### src/hds_pkg.sv
// Package for the heat diffusion stencil step: widths, types and cell controls.
// No dependencies; every other file of the block imports it.
package hds_pkg;

  localparam int SAMPLE_BITS = 20;
  localparam int GAIN_BITS   = 16;
  localparam int GUARD_BITS  = 8;
  localparam int WIN         = 9;
  localparam int CENTRE      = 4;

  localparam int VAL_BITS  = SAMPLE_BITS + GUARD_BITS;
  localparam int LAP_BITS  = VAL_BITS + 2;
  localparam int PROD_BITS = LAP_BITS + GAIN_BITS + 1;
  localparam int K_BITS    = PROD_BITS - GAIN_BITS;
  localparam int ACC_BITS  = K_BITS + 3;
  localparam int Y_BITS    = ACC_BITS - GUARD_BITS - 1;

  localparam int DIV_SHIFT     = Y_BITS + 2;
  localparam int DIV_MUL_BITS  = DIV_SHIFT - 1;
  localparam int DIV_PROD_BITS = Y_BITS + 1 + DIV_MUL_BITS;
  localparam logic [63:0] DIV_MUL_W = ((64'd1 << DIV_SHIFT) + 64'd2) / 64'd3;
  localparam logic [DIV_MUL_BITS-1:0] DIV_MUL = DIV_MUL_W[DIV_MUL_BITS-1:0];
  localparam logic [63:0] DIV_OFF_W = 64'd3 << (Y_BITS - 1);
  localparam logic [Y_BITS:0] DIV_OFF = DIV_OFF_W[Y_BITS:0];

  localparam int CFG_IDX_BITS  = 1;
  localparam int CFG_DATA_BITS = GAIN_BITS;
  localparam logic [CFG_IDX_BITS-1:0] REG_METHOD = 1'd0;
  localparam logic [CFG_IDX_BITS-1:0] REG_GAIN   = 1'd1;
  localparam logic METHOD_EULER = 1'b0;
  localparam logic [GAIN_BITS-1:0] GAIN_RESET = 16'd16384;

  typedef logic signed [SAMPLE_BITS-1:0] sample_t;
  typedef logic signed [VAL_BITS-1:0]    val_t;
  typedef logic signed [LAP_BITS-1:0]    lap_t;
  typedef logic signed [PROD_BITS-1:0]   prod_t;
  typedef logic signed [K_BITS-1:0]      k_t;
  typedef logic signed [K_BITS:0]        ksum_t;
  typedef logic signed [ACC_BITS-1:0]    acc_t;
  typedef logic signed [ACC_BITS:0]      total_t;

  typedef enum logic [2:0] {
    OP_HOLD,
    OP_SHIFT,
    OP_LOAD,
    OP_MUL,
    OP_UPD
  } cell_op_e;

  typedef struct packed {
    cell_op_e             op;
    logic [1:0]           stage;
    logic                 keep;
    logic [GAIN_BITS-1:0] gain;
  } cell_ctrl_t;

  function automatic val_t sat_val(ksum_t x);
    val_t hi, lo;
    hi = {1'b0, {(SAMPLE_BITS-1){1'b1}}, {GUARD_BITS{1'b0}}};
    lo = {1'b1, {(VAL_BITS-1){1'b0}}};
    if (x > ksum_t'(hi)) return hi;
    if (x < ksum_t'(lo)) return lo;
    return x[VAL_BITS-1:0];
  endfunction

  function automatic sample_t sat_sample(total_t x);
    sample_t hi, lo;
    hi = {1'b0, {(SAMPLE_BITS-1){1'b1}}};
    lo = {1'b1, {(SAMPLE_BITS-1){1'b0}}};
    if (x > total_t'(hi)) return hi;
    if (x < total_t'(lo)) return lo;
    return x[SAMPLE_BITS-1:0];
  endfunction

endpackage

### src/hds_cell.sv
// One grid cell: holds a window sample, its stage value, product and k accumulator.
// Depends on hds_pkg.
module hds_cell import hds_pkg::*; (
  input  logic       clk_i,
  input  logic       rst_ni,
  input  cell_ctrl_t ctrl_i,
  input  sample_t    shift_sample_i,
  input  logic       shift_valid_i,
  input  logic       left_valid_i,
  input  logic       right_valid_i,
  input  val_t       left_v_i,
  input  val_t       right_v_i,
  output sample_t    sample_o,
  output logic       valid_o,
  output val_t       v_o,
  output acc_t       acc_o
);

  logic    valid_q;
  sample_t sample_q;
  val_t    v_q, v_d, u;
  prod_t   prod_q, prod_d, rnd;
  acc_t    acc_q, acc_d;
  lap_t    lap;
  k_t      k;
  ksum_t   vsum;
  logic    kzero;

  assign u     = valid_q ? $signed({sample_q, {GUARD_BITS{1'b0}}}) : '0;
  assign kzero = !valid_q || !left_valid_i || !right_valid_i;
  assign lap   = lap_t'(left_v_i) - (lap_t'(v_q) <<< 1) + lap_t'(right_v_i);
  assign prod_d = prod_t'($signed({1'b0, ctrl_i.gain})) * prod_t'(lap);
  assign rnd   = prod_q + (prod_t'(1) <<< (GAIN_BITS - 1));
  assign k     = kzero ? '0 : k_t'(rnd >>> GAIN_BITS);
  assign vsum  = ksum_t'(u) + ((ctrl_i.stage == 2'd2) ? ksum_t'(k) : ksum_t'(k >>> 1));
  assign v_d   = sat_val(vsum);
  assign acc_d = acc_q + ((ctrl_i.stage == 2'd0 || ctrl_i.stage == 2'd3) ?
                          acc_t'(k) : (acc_t'(k) <<< 1));

  always_ff @(posedge clk_i or negedge rst_ni) begin
    if (!rst_ni) begin
      valid_q <= 1'b0;
    end else if (ctrl_i.op == OP_SHIFT) begin
      valid_q <= shift_valid_i;
    end
  end

  always_ff @(posedge clk_i) begin
    case (ctrl_i.op)
      OP_SHIFT: sample_q <= shift_sample_i;
      OP_LOAD: begin
        v_q   <= u;
        acc_q <= '0;
      end
      OP_MUL: prod_q <= prod_d;
      OP_UPD: begin
        v_q   <= v_d;
        acc_q <= acc_d;
      end
      default: ;
    endcase
  end

  assign sample_o = sample_q;
  assign valid_o  = valid_q;
  assign v_o      = v_q;
  assign acc_o    = acc_q;

endmodule

### config.mk
export PLATFORM = sky130hd
export DESIGN_NAME = hds_cell
export DESIGN_NICKNAME = d
export VERILOG_FILES = /design/src/hds_pkg.sv /design/src/hds_cell.sv
export SDC_FILE = /design/constraint.sdc
export NUM_CORES = 2
export LEC_CHECK = 0
export BUFFER_PORTS_ARGS = -buffer_cell sky130_fd_sc_hd__buf_2
export CAP_MARGIN = 25
export CORE_ASPECT_RATIO = 1.75
export CORE_UTILIZATION = 45
export DETAILED_ROUTE_END_ITERATION = 12
export PLACE_DENSITY_LB_ADDON = 0.05
export SETUP_SLACK_MARGIN = 0.5
export SYNTH_ARGS = -nofsm -noshare
export SYNTH_HDL_FRONTEND = slang
export SYNTH_SLANG_ARGS = --single-unit
### constraint.sdc
create_clock -name clk_i -period 18.23 [get_ports clk_i]
set_clock_uncertainty 0.05 [all_clocks]
set_input_delay 1.823 -clock clk_i [delete_from_list [all_inputs] [get_ports clk_i]]
set_output_delay 1.823 -clock clk_i [all_outputs]
set_load 0.03 [all_outputs]
### After elaboration in Yosys (flattened, before gate mapping)

Cells that the tools add are included.

| word-level totals | value |
|---|---|
| output and inout bits | 83 |
| bits in read-only memories | 0 |
| memories kept | 0 |
| bits of input ports | 103 |
| logic and storage cells | 40 |
| latch bits | 0 |
| bits in registers | 130 |
| memory bits (writable) | 0 |

| operators by class | value |
|---|---|
| $mul | 1 |
| reductions and logical operators | 8 |
| add/sub/neg operators | 5 |
| order comparisons | 2 |
| divide/modulo/power cells | 0 |
| shift operators | 0 |
| multiplexer cells | 13 |
| eq/ne operators | 6 |
| bitwise gates (word level) | 0 |

Operators with widths:

| operator | number |
|---|---|
| 28-bit 2-to-1 mux | 5 |
| 34-bit case mux with 2 select lines | 1 |
| 31-bit 2-to-1 mux | 2 |
| 28-bit case mux with 2 select lines | 1 |
| 47-bit by 17-bit adder with 47-bit output (second input constant) | 1 |
| 17-bit by 30-bit multiplier with 47-bit output | 1 |
| 34-bit by 32-bit adder with 34-bit output | 1 |
| 28-bit by 31-bit adder with 32-bit output | 1 |
| 32-bit by 28-bit greater-than comparator with 1-bit output (second input constant) | 1 |
| 32-bit by 28-bit less-than comparator with 1-bit output (second input constant) | 1 |
| 30-bit by 28-bit adder with 30-bit output | 1 |
| 30-bit 2-to-1 mux | 1 |
| 28-bit by 29-bit subtractor with 30-bit output | 1 |
| 3-bit by 2-bit == test with 1-bit output (second input constant) | 2 |
| 2-bit == test (second input constant) | 2 |
| 3-bit by 1-bit == test with 1-bit output (second input constant) | 1 |
| 3-bit == test (second input constant) | 1 |
| 1-bit zero test | 3 |
| 1-bit logical OR | 3 |
| 1-bit 2-to-1 mux | 3 |
| 2-bit zero test | 1 |
| 2-bit nonzero test | 1 |

### Depth between registers and ports, before layout

| logic depth | value |
|---|---|
| depth after elaboration | 12 |
| mapped depth | 37 |
| gate-level depth less buffers | 36 |

### Worst setup path after synthesis

No wires, ideal clock.

| timing path | value |
|---|---|
| path kind | input-to-reg |
| start | input port left_v_i[3] |
| end | register prod_q[46], data pin |
| arrival time | 10,162 ps |
| buffers on the path | 1 |
| required time | 17,920 ps |
| setup time | 260 ps |
| path slack | 7,758 ps |
| cell stages on the path | 35 |
| path through | inv_1 fa_1 inv_1 ha_1 a21o_1 a31o_1 a31o_2 a311o_1 o2111ai_1 a31oi_1 nand4_1 and4b_1 xnor2_1 clkbuf_1 and2_1 fa_1 inv_1 fa_1 inv_1 fa_1 fa_1 fa_1 inv_1 fa_1 inv_1 ha_1 a21oi_1 o21bai_1 a21o_1 a21o_1 a2111o_1 a31oi_1 o21bai_1 a21oi_1 xnor2_1 |

| on the way | value |
|---|---|
| cells in the longest elaborated chain, start to end | 3 |

Ends and longest elaborated chain:

| what | RTL line | text |
|---|---|---|
| start: declaration | hds_cell.sv:11 | `input val_t left_v_i,` |
| 28-bit by 29-bit subtractor with 30-bit output | hds_cell.sv:31 | `assign lap = lap_t'(left_v_i) - (lap_t'(v_q) <<< 1) + lap_t'(right_v_i);` |
| 30-bit by 28-bit adder with 30-bit output | hds_cell.sv:31 |  |
| 17-bit by 30-bit multiplier with 47-bit output | hds_cell.sv:32 | `assign prod_d = prod_t'($signed({1'b0, ctrl_i.gain})) * prod_t'(lap);` |
| named net prod_d[46] | hds_cell.sv:22 | `prod_t prod_q, prod_d, rnd;` |
| end signal: assignment | hds_cell.sv:55 | `OP_MUL: prod_q <= prod_d;` |
| end: declaration | hds_cell.sv:22 |  |

The timed path passes the listed nets, and every way through them passes these cells.
A chain may end at the register's enable or synchronous reset.

### Worst setup path after layout

Ends and elaborated chain as after synthesis.

==> results.md <==
- Fill count: about 5,900
- Post-CTS sizing: 0
- Die area: approximately 0.06 sq mm
- Largest net degree at the start of global routing: 63
- Overflow after GRT: 0
- Clk pin slew, worst setup/hold paths: around 0.05 ns
- CTS tree: built
- Post-CTS Setup Bufs: 0
- Async SR Flop Fraction: 0.008696
- IO buf count: 184
- Outcome: complete, no violations
- Core Area: ~0.06 sq mm
- First-pass GRT wire length: 127.5 mm
- Final Hold Fails: 0
- Critical Path RT: about 18 ns
- Cell Rows: 119
- Final setup TNS: 0 ns
- Critical path's slowest cell: a21oi_1
- GP Congestion: 0.9010
- Max_cap viols: 0
- Initial Util: 0.4543
- Layout area overhead: 9.020%
- Synth Cell Area: between 0.02 and 0.03 sq mm
- Routed via count: 21,209
- Drt first pass iters: 5
- Worst Setup Start Kind: input port
- Width of the die: around 190 microns
- Ys flop type: edfxtp_1
- Cell variety after synth: between 90 and 100
- Share of cells above drive strength 1: 0.09434
- Routed vias/inst: 5.348
- I/O pin total: 186
- Critical Path AT: 11.38 ns
- Antenna Nets Post-Route: 0
- Critical path type: in -> reg
- Seq/Total Area, Yosys: 0.1262
- Post-route insts no fill: 3,966
- Post-CTS Hold Buffers: 0
- Post-synth EDFFs: 114
- Antenna violations before repair: 1
- Vias in the first global route: approximately 24,000
- Min-delay worst type: reg -> reg
- FMAX: 89.23 MHz
- H-tree levels: 4
- Residual DRC: 0
- Final worst path period need: roughly 11 ns
- Pre-CTS setup slack: 6.459 ns
- Ys Warns: 0
- PnR worst setup slack: 7.023 ns
- Post-Syn Area per Cell: 8.959 sq um
- RSZ-0062 raised after global routing: no
- Drt wl/cell: 20.31 microns
- Syn Nets: 3,840
- Slew Limit Fails: 0
- Post-DP HPWL: 65.76 mm
- Nets: between 3,000 and 4,000
- Setup violators final: 0
- Relative slew slack: 0.2794
- Num CTS Buffers: 25
- Flops & latches, synth: 115
- Clock Latency Late Sink: 0.50 ns
- Crit-path max FO: 16
- Setup crit end kind: flip-flop
- Die height: 328.0 microns
- Period utilisation layout: 0.6148
- GRT Total Usage: 0.2725
- Most used cell, CP: fa_1
- Initial drt markers: 728
- Post-Place Cells: slightly below 4,000
- Clock sinks: 115
- CP max stage delay: 0.64 ns
- Gate Count Post-Synth: 3,050
- Worst slew pin tran: about 1.1 ns
- CTS max path bufs: 3
- Routed WL: 80.57 mm
- Root buf cell: clkbuf_16
- Number of diodes: 0
==> synth_stat cells, drive strengths merged, types with 20 or more instances <==
cell type / count / share of area
edfxtp: 114 / 0.13
and3: 21 / 0.0048
o211ai: 26 / 0.0082
xor2: 58 / 0.019
mux2i: 21 / 0.0077
nand2: 356 / 0.049
xnor2: 82 / 0.027
inv: 678 / 0.093
o21a: 20 / 0.0055
fa: 489 / 0.36
nor3: 30 / 0.0059
ha: 198 / 0.091
clkbuf: 108 / 0.015
o21ai: 71 / 0.013
a21oi: 94 / 0.017
a21o: 41 / 0.011
nand3: 39 / 0.0073
nor2b: 22 / 0.0053
nand4: 22 / 0.0050
nand2b: 32 / 0.0073
and2: 246 / 0.056
nor2: 123 / 0.017
==> area by class of cell <==
| type | instances | area [sq um] | area share |
|---|---|---|---|
| multi-input cells | 2136 | 20920 | 0.7023 |
| flip-flops and latches | 115 | 3448 | 0.1157 |
| inverters | 678 | 2545 | 0.08543 |
| repair buffers | 220 | 1217 | 0.04087 |
| well taps | 786 | 983.4 | 0.03301 |
| clock buffers | 28 | 636.9 | 0.02138 |
| clock inverters | 3 | 38.79 | 0.001302 |
==> placed cells by master (no fill, tap or decap), types with 22 or more instances in the layout <==
cell         n
a21o_1      41
a21oi_1     92
and2_1     245
buf_2      184
buf_4       32
clkbuf_16   25
edfxtp_1   114
fa_1       489
ha_1       197
inv_1      678
nand2_1    356
nand2b_1    32
nand3_1     38
nand4_1     22
nor2_1     121
nor3_1      28
o21ai_0     62
xnor2_1     79
xor2_1      53
==> flip-flops by register name (all words and copies together) (netlist names) <==
name	flops
valid_o	1
sample_o	20
v_o	28
prod_q	32
acc_o	34
==> critical path, delay by kind of cell <==
family | cells | cell delay [ns]
xor gates and xnor gates | 2 | 0.26
AOI/OAI and AO/OA | 13 | 3.15
buffers and inverters | 7 | 0.70
adders and majority gates | 9 | 4.45
and+or+nand+nor | 4 | 1.01
==> worst paths after layout <==
kind	start	end	slack [ns]	depth (start not counted)
max in group asynchronous	rst_ni	valid_o	16.98	1
worst max-delay path	left_v_i[3]	prod_q[46]	7.02	35
worst min-delay path	acc_o[0]	acc_o[0]	0.68	2
worst min register to register	acc_o[0]	acc_o[0]	0.68	2
worst max register to register	v_o[2]	prod_q[46]	8.06	33
min in group asynchronous	rst_ni	valid_o	1.06	1
==> cell families (layout without fill, tap and decap cells) <==
logic type      Yosys count  after routing  synth area share
compound gates          361            361           0.09203
xor+xnor                140            140           0.04515
fa+ha+maj               687            687            0.4489
buf+inv                 799            929            0.1108
flops                   115            115            0.1262
mux                      26             26          0.009753
simple gates            922            922            0.1672
==> through the flow <==
step           utilization  hold WS (ns)  instance area (sq um)
6_report            0.4953        0.6784                  29790
5_1_grt             0.4953        0.7415                  29790
4_1_cts             0.4948        0.6825                  29760
3_5_place_dp        0.4836        0.6638                  29090
3_3_place_gp        0.4831        0.6474                  29060
2_1_floorplan            -        0.7784                  27330
==> metal layers <==
layer,share of wire,global-route usage
met2,0.58,0.5435
met1,0.34,0.2785
met4,0.057,0.1455
met5,0,0
met3,0.023,0.01656
Power is not shown: default switching activity piles up to over one toggle a cycle in this logic, so the estimate is an artifact.
